**src/lscc_pkg.sv**
```systemverilog
// Package for the legal scale and crop calculator.
// Holds the sequencer state type and register indexes; no dependencies.
package lscc_pkg;

    localparam int DIM_W   = 13;
    localparam int SCALE_W = 17;
    localparam int OFS_W   = 12;
    localparam int NUM_W   = 22;

    localparam logic [0:0] REG_TARGET_WIDTH  = 1'b0;
    localparam logic [0:0] REG_TARGET_HEIGHT = 1'b1;

    typedef enum logic [3:0] {
        ST_IDLE,
        ST_DIV_KW,
        ST_DIV_KH,
        ST_GCD,
        ST_SCAN,
        ST_DIV_CW,
        ST_DIV_CH,
        ST_DONE,
        ST_OUT
    } state_t;

    typedef struct packed {
        logic             start;
        logic [NUM_W-1:0] num;
        logic [NUM_W-1:0] den;
    } div_req_t;

    typedef struct packed {
        logic             busy;
        logic             done;
        logic [NUM_W-1:0] quot;
        logic [NUM_W-1:0] rem;
    } div_rsp_t;

endpackage

```
**src/lscc_div.sv**
```systemverilog
// Shared restoring divider, one quotient bit per cycle.
// Depends on lscc_pkg.
module lscc_div
    import lscc_pkg::*;
(
    input  logic     clk,
    input  logic     rst_n,
    input  div_req_t req,
    output div_rsp_t rsp
);

    localparam int CNT_W = $clog2(NUM_W + 1);

    logic [NUM_W-1:0] quot_reg, quot_next;
    logic [NUM_W-1:0] rem_reg, rem_next;
    logic [NUM_W-1:0] den_reg, den_next;
    logic [CNT_W-1:0] cnt_reg, cnt_next;
    logic             busy_reg, busy_next;
    logic             done_reg, done_next;
    logic [NUM_W:0]   trial;

    always_comb
    begin
        quot_next = quot_reg;
        rem_next  = rem_reg;
        den_next  = den_reg;
        cnt_next  = cnt_reg;
        busy_next = busy_reg;
        done_next = 1'b0;
        trial     = {rem_reg, quot_reg[NUM_W-1]};
        if (req.start)
        begin
            quot_next = req.num;
            rem_next  = '0;
            den_next  = req.den;
            cnt_next  = CNT_W'(NUM_W);
            busy_next = 1'b1;
        end
        else if (busy_reg)
        begin
            // shift in one numerator bit, subtract when it fits
            if (trial >= {1'b0, den_reg})
            begin
                rem_next  = NUM_W'(trial - {1'b0, den_reg});
                quot_next = {quot_reg[NUM_W-2:0], 1'b1};
            end
            else
            begin
                rem_next  = trial[NUM_W-1:0];
                quot_next = {quot_reg[NUM_W-2:0], 1'b0};
            end
            cnt_next = cnt_reg - 1'b1;
            if (cnt_reg == CNT_W'(1))
            begin
                busy_next = 1'b0;
                done_next = 1'b1;
            end
        end
    end

    always_ff @(posedge clk or negedge rst_n)
    begin
        if (!rst_n)
        begin
            busy_reg <= 1'b0;
            done_reg <= 1'b0;
            cnt_reg  <= '0;
        end
        else
        begin
            busy_reg <= busy_next;
            done_reg <= done_next;
            cnt_reg  <= cnt_next;
        end
    end

    always_ff @(posedge clk)
    begin
        quot_reg <= quot_next;
        rem_reg  <= rem_next;
        den_reg  <= den_next;
    end

    assign rsp.busy = busy_reg;
    assign rsp.done = done_reg;
    assign rsp.quot = quot_reg;
    assign rsp.rem  = rem_reg;

endmodule

```
**src/legal_scale_crop_calc.sv**
```systemverilog
// Channel   | handshake            | payload
// request   | in_valid / in_ready  | source_width, source_height
// result    | out_valid / out_ready| valid_res, exact, scale_steps, crop, offsets
// config    | cfg_we               | cfg_index, cfg_data
//
// Each request runs its divides on the single shared divider, in order:
// two for the minimum scale, one per gcd remainder step, one per scan
// candidate i up to sqrt(gcd) (at most 362 with FRAC_STEPS of 16) and two
// for the crop.
// Reset clears the target registers and the sequencer. in_ready is low from
// acceptance until the result is taken; out_ready low holds the result.
// Depends on lscc_pkg and lscc_div.
module legal_scale_crop_calc
    import lscc_pkg::*;
#(
    parameter int FRAC_STEPS = 16,
    parameter int INT_LIMIT  = 255
)
(
    input  logic               clk,
    input  logic               rst_n,
    input  logic               cfg_we,
    input  logic               cfg_index,
    input  logic [DIM_W-1:0]   cfg_data,
    input  logic               in_valid,
    output logic               in_ready,
    input  logic [DIM_W-1:0]   source_width,
    input  logic [DIM_W-1:0]   source_height,
    output logic               out_valid,
    input  logic               out_ready,
    output logic               valid_res,
    output logic               exact,
    output logic [SCALE_W-1:0] scale_steps,
    output logic [DIM_W-1:0]   crop_width,
    output logic [DIM_W-1:0]   crop_height,
    output logic [OFS_W-1:0]   offset_x,
    output logic [OFS_W-1:0]   offset_y
);

    localparam logic [NUM_W-1:0] FRAC = NUM_W'(FRAC_STEPS);
    localparam logic [NUM_W-1:0] KMAX = NUM_W'(INT_LIMIT * FRAC_STEPS - 1);
    localparam logic [NUM_W-1:0] SMAX = NUM_W'(131071);

    state_t state_reg, state_next;
    logic [DIM_W-1:0]   tw_reg, th_reg, sw_reg, sh_reg;
    logic [NUM_W-1:0]   kmin_reg, kmin_next;
    logic [NUM_W-1:0]   ga_reg, ga_next, gb_reg, gb_next;
    logic [NUM_W-1:0]   i_reg, i_next, k_reg, k_next;
    logic [DIM_W-1:0]   cw_reg, cw_next, ch_reg, ch_next;
    logic               ex_reg, ex_next, vres_reg, vres_next;
    logic               pend_reg, pend_next;
    logic [2*NUM_W-1:0] isq;
    logic [NUM_W-1:0]   twq, thq, cand_hi, kmin_c, kfin;
    logic [DIM_W-1:0]   cwc, chc;
    logic               exf;
    div_req_t dreq;
    div_rsp_t drsp;

    lscc_div u_div (.clk(clk), .rst_n(rst_n), .req(dreq), .rsp(drsp));

    assign twq = NUM_W'(tw_reg) * FRAC;
    assign thq = NUM_W'(th_reg) * FRAC;
    assign isq = i_reg * i_reg;
    assign cand_hi = drsp.quot;
    assign kfin = (k_reg == '0) ? kmin_reg : k_reg;

    always_ff @(posedge clk or negedge rst_n)
    begin
        if (!rst_n)
        begin
            tw_reg <= '0;
            th_reg <= '0;
        end
        else if (cfg_we)
        begin
            if (cfg_index == REG_TARGET_WIDTH)
                tw_reg <= cfg_data;
            else
                th_reg <= cfg_data;
        end
    end

    // next state
    always_comb
    begin
        state_next = state_reg;
        unique case (state_reg)
            ST_IDLE:
                if (in_valid)
                begin
                    if (source_width == '0 || source_height == '0 ||
                        tw_reg == '0 || th_reg == '0)
                        state_next = ST_OUT;
                    else
                        state_next = ST_DIV_KW;
                end
            ST_DIV_KW: if (drsp.done) state_next = ST_DIV_KH;
            ST_DIV_KH: if (drsp.done) state_next = ST_GCD;
            ST_GCD:
                if (!pend_reg && gb_reg == '0)
                    state_next = ST_SCAN;
            ST_SCAN:
                if (!pend_reg && isq > {{NUM_W{1'b0}}, ga_reg})
                    state_next = ST_DIV_CW;
            ST_DIV_CW: if (drsp.done) state_next = ST_DIV_CH;
            ST_DIV_CH: if (drsp.done) state_next = ST_DONE;
            ST_DONE: state_next = ST_OUT;
            ST_OUT: if (out_ready) state_next = ST_IDLE;
            default: state_next = ST_IDLE;
        endcase
    end

    // datapath and divider requests
    always_comb
    begin
        kmin_next = kmin_reg;
        ga_next   = ga_reg;
        gb_next   = gb_reg;
        i_next    = i_reg;
        k_next    = k_reg;
        cw_next   = cw_reg;
        ch_next   = ch_reg;
        ex_next   = ex_reg;
        vres_next = vres_reg;
        pend_next = pend_reg;
        dreq      = '0;
        kmin_c    = kmin_reg;
        cwc       = cw_reg;
        chc       = ch_reg;
        exf       = ex_reg;
        unique case (state_reg)
            ST_IDLE:
                if (in_valid)
                begin
                    vres_next = !(source_width == '0 || source_height == '0 ||
                                  tw_reg == '0 || th_reg == '0);
                    ex_next = 1'b0;
                    k_next  = '0;
                    cw_next = '0;
                    ch_next = '0;
                    kmin_next = '0;
                    if (vres_next)
                    begin
                        // ceil(twq/sw) as (twq+sw-1)/sw
                        dreq.start = 1'b1;
                        dreq.num = twq + NUM_W'(source_width) - 1'b1;
                        dreq.den = NUM_W'(source_width);
                    end
                end
            ST_DIV_KW:
                if (drsp.done)
                begin
                    kmin_next  = drsp.quot;
                    dreq.start = 1'b1;
                    dreq.num   = thq + NUM_W'(sh_reg) - 1'b1;
                    dreq.den   = NUM_W'(sh_reg);
                end
            ST_DIV_KH:
                if (drsp.done)
                begin
                    kmin_c = (drsp.quot > kmin_reg) ? drsp.quot : kmin_reg;
                    if (kmin_c < NUM_W'(1)) kmin_c = NUM_W'(1);
                    if (kmin_c > KMAX) kmin_c = KMAX;
                    kmin_next = kmin_c;
                    ga_next = twq;
                    gb_next = thq;
                    pend_next = 1'b0;
                end
            ST_GCD:
                if (pend_reg)
                begin
                    if (drsp.done)
                    begin
                        ga_next = gb_reg;
                        gb_next = drsp.rem;
                        pend_next = 1'b0;
                    end
                end
                else if (gb_reg != '0)
                begin
                    dreq.start = 1'b1;
                    dreq.num = ga_reg;
                    dreq.den = gb_reg;
                    pend_next = 1'b1;
                end
                else
                    i_next = NUM_W'(1);
            ST_SCAN:
                if (pend_reg)
                begin
                    if (drsp.done)
                    begin
                        pend_next = 1'b0;
                        if (drsp.rem == '0)
                        begin
                            if (i_reg >= kmin_reg && i_reg <= SMAX &&
                                (k_reg == '0 || i_reg < k_reg))
                                k_next = i_reg;
                            // low divisor first, then the paired one
                            if (cand_hi >= kmin_reg && cand_hi <= SMAX &&
                                ((k_reg == '0 && !(i_reg >= kmin_reg && i_reg <= SMAX)) ||
                                 cand_hi < ((k_next == '0) ? cand_hi + 1'b1 : k_next)))
                                k_next = cand_hi;
                        end
                        i_next = i_reg + 1'b1;
                    end
                end
                else if (isq <= {{NUM_W{1'b0}}, ga_reg})
                begin
                    dreq.start = 1'b1;
                    dreq.num = ga_reg;
                    dreq.den = i_reg;
                    pend_next = 1'b1;
                end
                else
                begin
                    ex_next = (k_reg != '0);
                    k_next = kfin;
                    dreq.start = 1'b1;
                    dreq.num = twq;
                    dreq.den = kfin;
                end
            ST_DIV_CW:
                if (drsp.done)
                begin
                    cw_next = DIM_W'(drsp.quot);
                    dreq.start = 1'b1;
                    dreq.num = thq;
                    dreq.den = k_reg;
                end
            ST_DIV_CH:
                if (drsp.done)
                    ch_next = DIM_W'(drsp.quot);
            ST_DONE:
            begin
                cwc = cw_reg;
                chc = ch_reg;
                exf = ex_reg;
                if (cwc == '0) begin cwc = DIM_W'(1); exf = 1'b0; end
                if (chc == '0) begin chc = DIM_W'(1); exf = 1'b0; end
                if (cwc > sw_reg || chc > sh_reg)
                begin
                    cwc = sw_reg;
                    chc = sh_reg;
                    exf = 1'b0;
                end
                cw_next = cwc;
                ch_next = chc;
                ex_next = exf;
            end
            ST_OUT: ;
            default: ;
        endcase
    end

    always_ff @(posedge clk or negedge rst_n)
    begin
        if (!rst_n)
        begin
            state_reg <= ST_IDLE;
            pend_reg  <= 1'b0;
        end
        else
        begin
            state_reg <= state_next;
            pend_reg  <= pend_next;
        end
    end

    always_ff @(posedge clk)
    begin
        if (state_reg == ST_IDLE && in_valid)
        begin
            sw_reg <= source_width;
            sh_reg <= source_height;
        end
        kmin_reg <= kmin_next;
        ga_reg   <= ga_next;
        gb_reg   <= gb_next;
        i_reg    <= i_next;
        k_reg    <= k_next;
        cw_reg   <= cw_next;
        ch_reg   <= ch_next;
        ex_reg   <= ex_next;
        vres_reg <= vres_next;
    end

    assign in_ready    = (state_reg == ST_IDLE);
    assign out_valid   = (state_reg == ST_OUT);
    assign valid_res   = vres_reg;
    assign exact       = vres_reg & ex_reg;
    assign scale_steps = vres_reg ? SCALE_W'(k_reg) : '0;
    assign crop_width  = cw_reg;
    assign crop_height = ch_reg;
    assign offset_x    = vres_reg ? OFS_W'((sw_reg - cw_reg) >> 1) : '0;
    assign offset_y    = vres_reg ? OFS_W'((sh_reg - ch_reg) >> 1) : '0;

endmodule

```
**config.mk**
```make
export PLATFORM = sky130hd
export DESIGN_NAME = legal_scale_crop_calc
export DESIGN_NICKNAME = d
export VERILOG_FILES = /design/src/lscc_pkg.sv /design/src/lscc_div.sv /design/src/legal_scale_crop_calc.sv
export SDC_FILE = /design/constraint.sdc
export NUM_CORES = 2
export LEC_CHECK = 0
export ABC_AREA = 1
export ABC_CLOCK_PERIOD_IN_PS = 14800
export CAP_MARGIN = 10
export CORE_MARGIN = 2
export CORE_UTILIZATION = 60
export CTS_BUF_LIST = sky130_fd_sc_hd__clkbuf_16
export DETAILED_ROUTE_END_ITERATION = 8
export DONT_BUFFER_PORTS = 1
export PLACE_DENSITY = 0.78
export SLEW_MARGIN = 10
export SYNTH_ARGS = -nofsm -noshare
export SYNTH_HDL_FRONTEND = slang
export SYNTH_SLANG_ARGS = --single-unit
export TNS_END_PERCENT = 1
```
**constraint.sdc**
```tcl
create_clock -name clk -period 14.8 [get_ports clk]
set_input_delay 2.96 -clock clk [delete_from_list [all_inputs] [get_ports clk]]
set_output_delay 2.96 -clock clk [all_outputs]
set_load 0.005 [all_outputs]
```
* Word-level counts from Yosys, hierarchy flattened
Index checks and enable logic that the tools add are counted.
** Word-level totals
- Input bits :: 45
- Bits in registers :: 268
- Output and inout bits :: 71
** Operators by class
- Multiplexer cells :: 93
- Magnitude comparators :: 14
- Add/subtract/negate cells :: 10
- Bitwise logic cells :: 2
- $mul :: 1
- Reduce and logical (&&, ||, !) cells :: 51
- Equality and inequality tests :: 29
** Operators with widths (count)
- 22-bit 2-to-1 mux :: 33
- 45-bit 2-to-1 mux :: 7
- 45-bit one-hot mux with 5 select lines :: 1
- 22-bit one-hot mux with 2 select lines :: 4
- 13-bit 2-to-1 mux :: 8
- 22-bit logical NOT :: 4
- 13-bit logical NOT :: 6
- 13-bit one-hot mux with 3 select lines :: 2
- 22-bit one-hot mux with 3 select lines :: 1
- 22-bit by 1-bit adder with 22-bit output, second input constant :: 2
- 22-bit >= comparator :: 2
- 44-bit by 22-bit greater-than comparator with 1-bit output :: 1
- 22-bit by 17-bit less-or-equal comparator with 1-bit output, second input constant :: 2
- 44-bit by 22-bit less-or-equal comparator with 1-bit output :: 1
- 22-bit less-than comparator :: 2
- 22-bit by 22-bit multiplier with 44-bit output :: 1
- 44-bit 2-to-1 mux :: 1
- 22-bit nonzero test :: 2
- 18-bit by 1-bit subtractor with 19-bit output, second input constant :: 2
- 17-bit by 13-bit adder with 18-bit output :: 2
- 4-bit 2-to-1 mux :: 9
- 4-bit one-hot mux with 9 select lines :: 1
- 13-bit greater-than comparator :: 2
- 13-bit subtractor :: 2
- other kinds (34) :: 102

* Depth between registers and ports, before layout
- Depth in word-level cells :: 18
- Mapped depth :: 39
- Mapped depth without buffers :: 36

* Hierarchy
A second synthesis with hierarchy kept.
** Unflattened totals
- Cells, all modules :: 4868
- Area, all modules :: 36850.3 µm²
** Modules (own cells, without submodules)
- legal_scale_crop_calc :: instances 1, cells each 4229, area each 32168.4 µm²
- lscc_div :: instances 1, cells each 639, area each 4682.0 µm²

* Least setup slack after synthesis
OpenSTA, ideal clock, no wires.
- Kind :: register to register
- Start :: register i_reg[8]
- End :: register k_reg[0], enable pin
- Stages on the path, launching flop included :: 37
- Buffers on the path :: 2
- Path slack :: 6.469 ns
- Setup time :: 0.377 ns
- Data arrival time :: 7.954 ns
- Required time :: 14.423 ns
- Cell sequence :: edfxtp_1 -> clkbuf_1 -> buf_1 -> nand2_1 -> fa_1 -> inv_1 -> fa_1 -> inv_1 -> fa_1 -> inv_1 -> fa_1 -> ha_1 -> fa_1 -> inv_1 -> fa_1 -> inv_1 -> ha_1 -> nand2_1 -> nor2_1 -> inv_1 -> o21ai_1 -> a21oi_2 -> o21bai_1 -> xor2_1 -> ha_1 -> nand2_1 -> nor4_1 -> a221oi_1 -> o2111ai_1 -> nand2_1 -> nand2_1 -> nor2_4 -> nand2_2 -> nor2_4 -> inv_2 -> o2111ai_1 -> inv_1
** On the way
- Cells in the longest elaborated chain, start to end :: 4
** Ends and longest elaborated chain
- start, declared :: line legal_scale_crop_calc.sv:48 : logic [NUM_W-1:0] i_reg, i_next, k_reg, k_next;
- start signal, assigned :: line legal_scale_crop_calc.sv:280 : i_reg <= i_next;
- 22-bit by 22-bit multiplier with 44-bit output :: line legal_scale_crop_calc.sv:63 : assign isq = i_reg * i_reg;
- 44-bit by 22-bit less-or-equal comparator with 1-bit output :: line legal_scale_crop_calc.sv:208 : else if (isq <= {{NUM_W{1'b0}}, ga_reg})
- 3-bit != test (no line)
- 5-bit AND reduction (no line)
- end signal, assigned :: line legal_scale_crop_calc.sv:281 : k_reg <= k_next;
- end, declared :: line legal_scale_crop_calc.sv:48
Every way passes these cells.
A chain may end at the register's enable or synchronous reset.

* Worst setup path in the final report
- Start :: register i_reg[10]
- End :: register k_reg[1], enable pin
Same word-level chain as after synthesis.

==> results.json <==
{
  "status": "finished clean",
  "drv_cap": 0,
  "rsz0062_at_grt": "false",
  "fmax_mhz": 99.4,
  "path_max_fanout": 26,
  "ys_types": 64,
  "track_usage_pct": 38.0,
  "period_minus_slack_ns": 10.07,
  "finish.utilization_pct": 63.5,
  "critical_path_class": "flip-flop to flip-flop",
  "wl_met1_microns": 45600,
  "critPathLaunch": "i_reg[10]",
  "vias": 31700,
  "cts_setup_buffers": 0,
  "syn_area_per_cell_sq_um": 7.76,
  "worstSetupEndpoint": "k_reg[1]",
  "drt-total-wl_microns": 116000,
  "reg2reg_depth": 30,
  "cts_buffers": 31,
  "overflow": 0,
  "drv_slew": 0,
  "fp.dieH_microns": 248,
  "grt_max_degree": 58,
  "synthArstFlopShare_pct": 14.2,
  "cp_slowest_cell": "edfxtp_1",
  "gp_congestion": 1.03,
  "synth_cells": 4619,
  "hpwl_microns": 92500,
  "post_cts_resized": 0,
  "layout_setup_ws_ns": 4.73,
  "areaGrowthSynthToFinish_pct": 4.67,
  "layout-drive-gt1-share_pct": 3.18,
  "clk_pin_slew_worst_paths_ns": 0.06,
  "synth_top_flop_cell": "edfxtp_1",
  "cts-root-buf": "clkbuf_16",
  "synth-edff-count": 208,
  "path_buf_inv": 8,
  "arrival_ns": 10.24,
  "slowest_delay_ns": 0.95,
  "tightest_slew_ns": 1.23,
  "syn-cell-area_sq_um": 35800,
  "port_buffers": 0,
  "ys_ff_latch": 268,
  "dp_worst_setup_slack_ns": 4.90,
  "cpLargestDelayFamily": "adder cells",
  "post-route-period-util_pct": 68.0,
  "ant_nets": 0,
  "drc_errors": 0,
  "tritoncts": "built",
  "wl_met2_microns": 49400,
  "regToRegSetupSlack_ns": 4.73,
  "hold_class": "flip-flop to flip-flop",
  "std_cell_rows": 89,
  "reg2reg_to": "k_reg[1]",
  "clock_latency_ns": 0.60,
  "hold_viol": 0,
  "ys_seq_area_share_pct": 21.3,
  "finalSetupViolations": 0,
  "slew_headroom_pct": 17.5,
  "skew_ns": 0.0188,
  "pin_count": 116,
  "start_kind": "flip-flop",
  "cts.sinks": 268,
  "initial_core_util_pct": 60.7,
  "dieWidth_microns": 248,
  "wl_per_cell_microns": 21.7,
  "cp_data_required_time_ns": 14.97,
  "ys_warn_count": 0,
  "core-area_sq_um": 59000,
  "holdBufCountCts": 0,
  "syn_nets": 5420,
  "nets": 5340,
  "path_common_cell": "fa_1",
  "firstDrtPassIters": 6,
  "clockBufferDepth": 3,
  "setup_tns_ns": 0,
  "grt_pass1_vias": 30500,
  "vias_per_cell": 5.95,
  "antenna_found_initial": 3,
  "routed.top_layer": "met5",
  "htree_levels": 1,
  "dr.first_iter.drc_count": 4167,
  "grt_pass1_wl_microns": 177000,
  "wl_met3_microns": 16400,
  "path_depth": 30,
  "cp-end-kind": "flip-flop",
  "r2r-start": "i_reg[10]",
  "die_area_sq_um": 61700
}
[worst register-to-register path: cells and delay by family, from the launching register on]
kind                       cells  cell delay (ns)
adders and majority gates      8             3.91
and+or+nand+nor                7             1.72
AOI/OAI and AO/OA              6             1.55
buffers and inverters          8             1.37
DFF                            1             0.95
xor gates and xnor gates       1             0.16
[area by class of cell]
| type | count | area, sq um |
|---|---|---|
| multi-input cells | 3136 | 23600 |
| repair buffers | 42 | 315 |
| diodes | 1 | 2.50 |
| flip-flops and latches | 268 | 7640 |
| clock buffers | 32 | 801 |
| well taps | 773 | 967 |
| inverters | 1060 | 3980 |
| fillers | 5222 | 21500 |
| clock inverters | 24 | 155 |
[routing by layer]
layer / up-vias / GRT usage [%]
met5: - / 0
met1: 14900 / 54.0
li1: 14600 / -
met4: 2 / 13.4
met3: 290 / 9.58
met2: 1998 / 56.6
[through the flow]
step                cell area [sq um]  std cells  hold WS, ns
floorplan                       35800       4619        0.453
global placement                36500       5279        0.480
detailed placement              36500       5279        0.498
CTS                             37500       5335        0.506
global route                    37500       5335        0.543
finish                          37500       5336        0.515
[cells in the mapped netlist (all sizes together), types with 5 or more instances]
cell type | count | area, sq um
dfrtp | 38 | 951
nand4 | 41 | 257
o22ai | 59 | 369
nor4 | 43 | 269
nand3 | 152 | 783
a2111oi | 8 | 70.1
o2111ai | 12 | 105
edfxtp | 208 | 6250
xor2 | 69 | 604
nand2 | 829 | 3140
o21bai | 18 | 135
fa | 357 | 7150
o211ai | 11 | 82.6
o21a | 5 | 37.5
a211oi | 13 | 97.6
o31ai | 6 | 45.0
a21o | 8 | 60.1
dfxtp | 22 | 440
nor2 | 362 | 1380
a31oi | 9 | 56.3
ha | 399 | 4990
xnor2 | 32 | 280
buf | 25 | 128
clkinv | 7 | 26.3
o21ai | 312 | 1570
a21oi | 288 | 1450
clkbuf | 130 | 488
o221ai | 5 | 43.8
a221oi | 7 | 61.3
nand3b | 7 | 52.6
inv | 1053 | 3950
nor3 | 53 | 275
[layout by cell type, fill, tap and decap left out, types with 22 or more instances in the layout]
master,netlist,layout
ha_1,399,399
buf_4,2,42
nand2_1,823,822
o21ai_0,292,292
o22ai_1,59,59
inv_2,22,25
nor3_1,51,51
fa_1,357,357
inv_1,1031,1037
a21oi_1,286,285
dfxtp_1,22,22
nand4_1,41,41
xor2_1,69,69
nor4_1,43,42
nor2_1,359,356
xnor2_1,32,32
clkbuf_16,0,32
edfxtp_1,208,208
nand3_1,149,149
dfrtp_1,38,38
[how the worst min path moves through the flow]
| stage | startpoint | endpoint | cells after the start | slack, ns |
|---|---|---|---|---|
| detailed placement | u_div.rem_reg[21] | u_div.rem_reg[21] | 2 | 0.50 |
| global route | u_div.rem_reg[21] | u_div.rem_reg[21] | 2 | 0.54 |
| global placement | u_div.rem_reg[21] | u_div.rem_reg[21] | 2 | 0.48 |
| finish | u_div.rem_reg[21] | u_div.rem_reg[21] | 2 | 0.51 |
| floorplan | th_reg[1] | th_reg[1] | 2 | 0.45 |
| CTS | u_div.rem_reg[21] | u_div.rem_reg[21] | 2 | 0.51 |
[cell families (layout without fill, tap and decap cells)]
family | count (synthesis) | count (layout) | share of synthesized area, %
other cells | 2 | 3 | 0.0210
simple gates | 1497 | 1497 | 17.4
compound gates | 780 | 780 | 12.1
buf+inv | 1215 | 1158 | 12.8
fa+ha+maj | 756 | 756 | 33.9
xor+xnor | 101 | 101 | 2.47
flops | 268 | 268 | 21.3
Power is not shown: default switching activity piles up to over one toggle a cycle in this logic, so the estimate is an artifact.
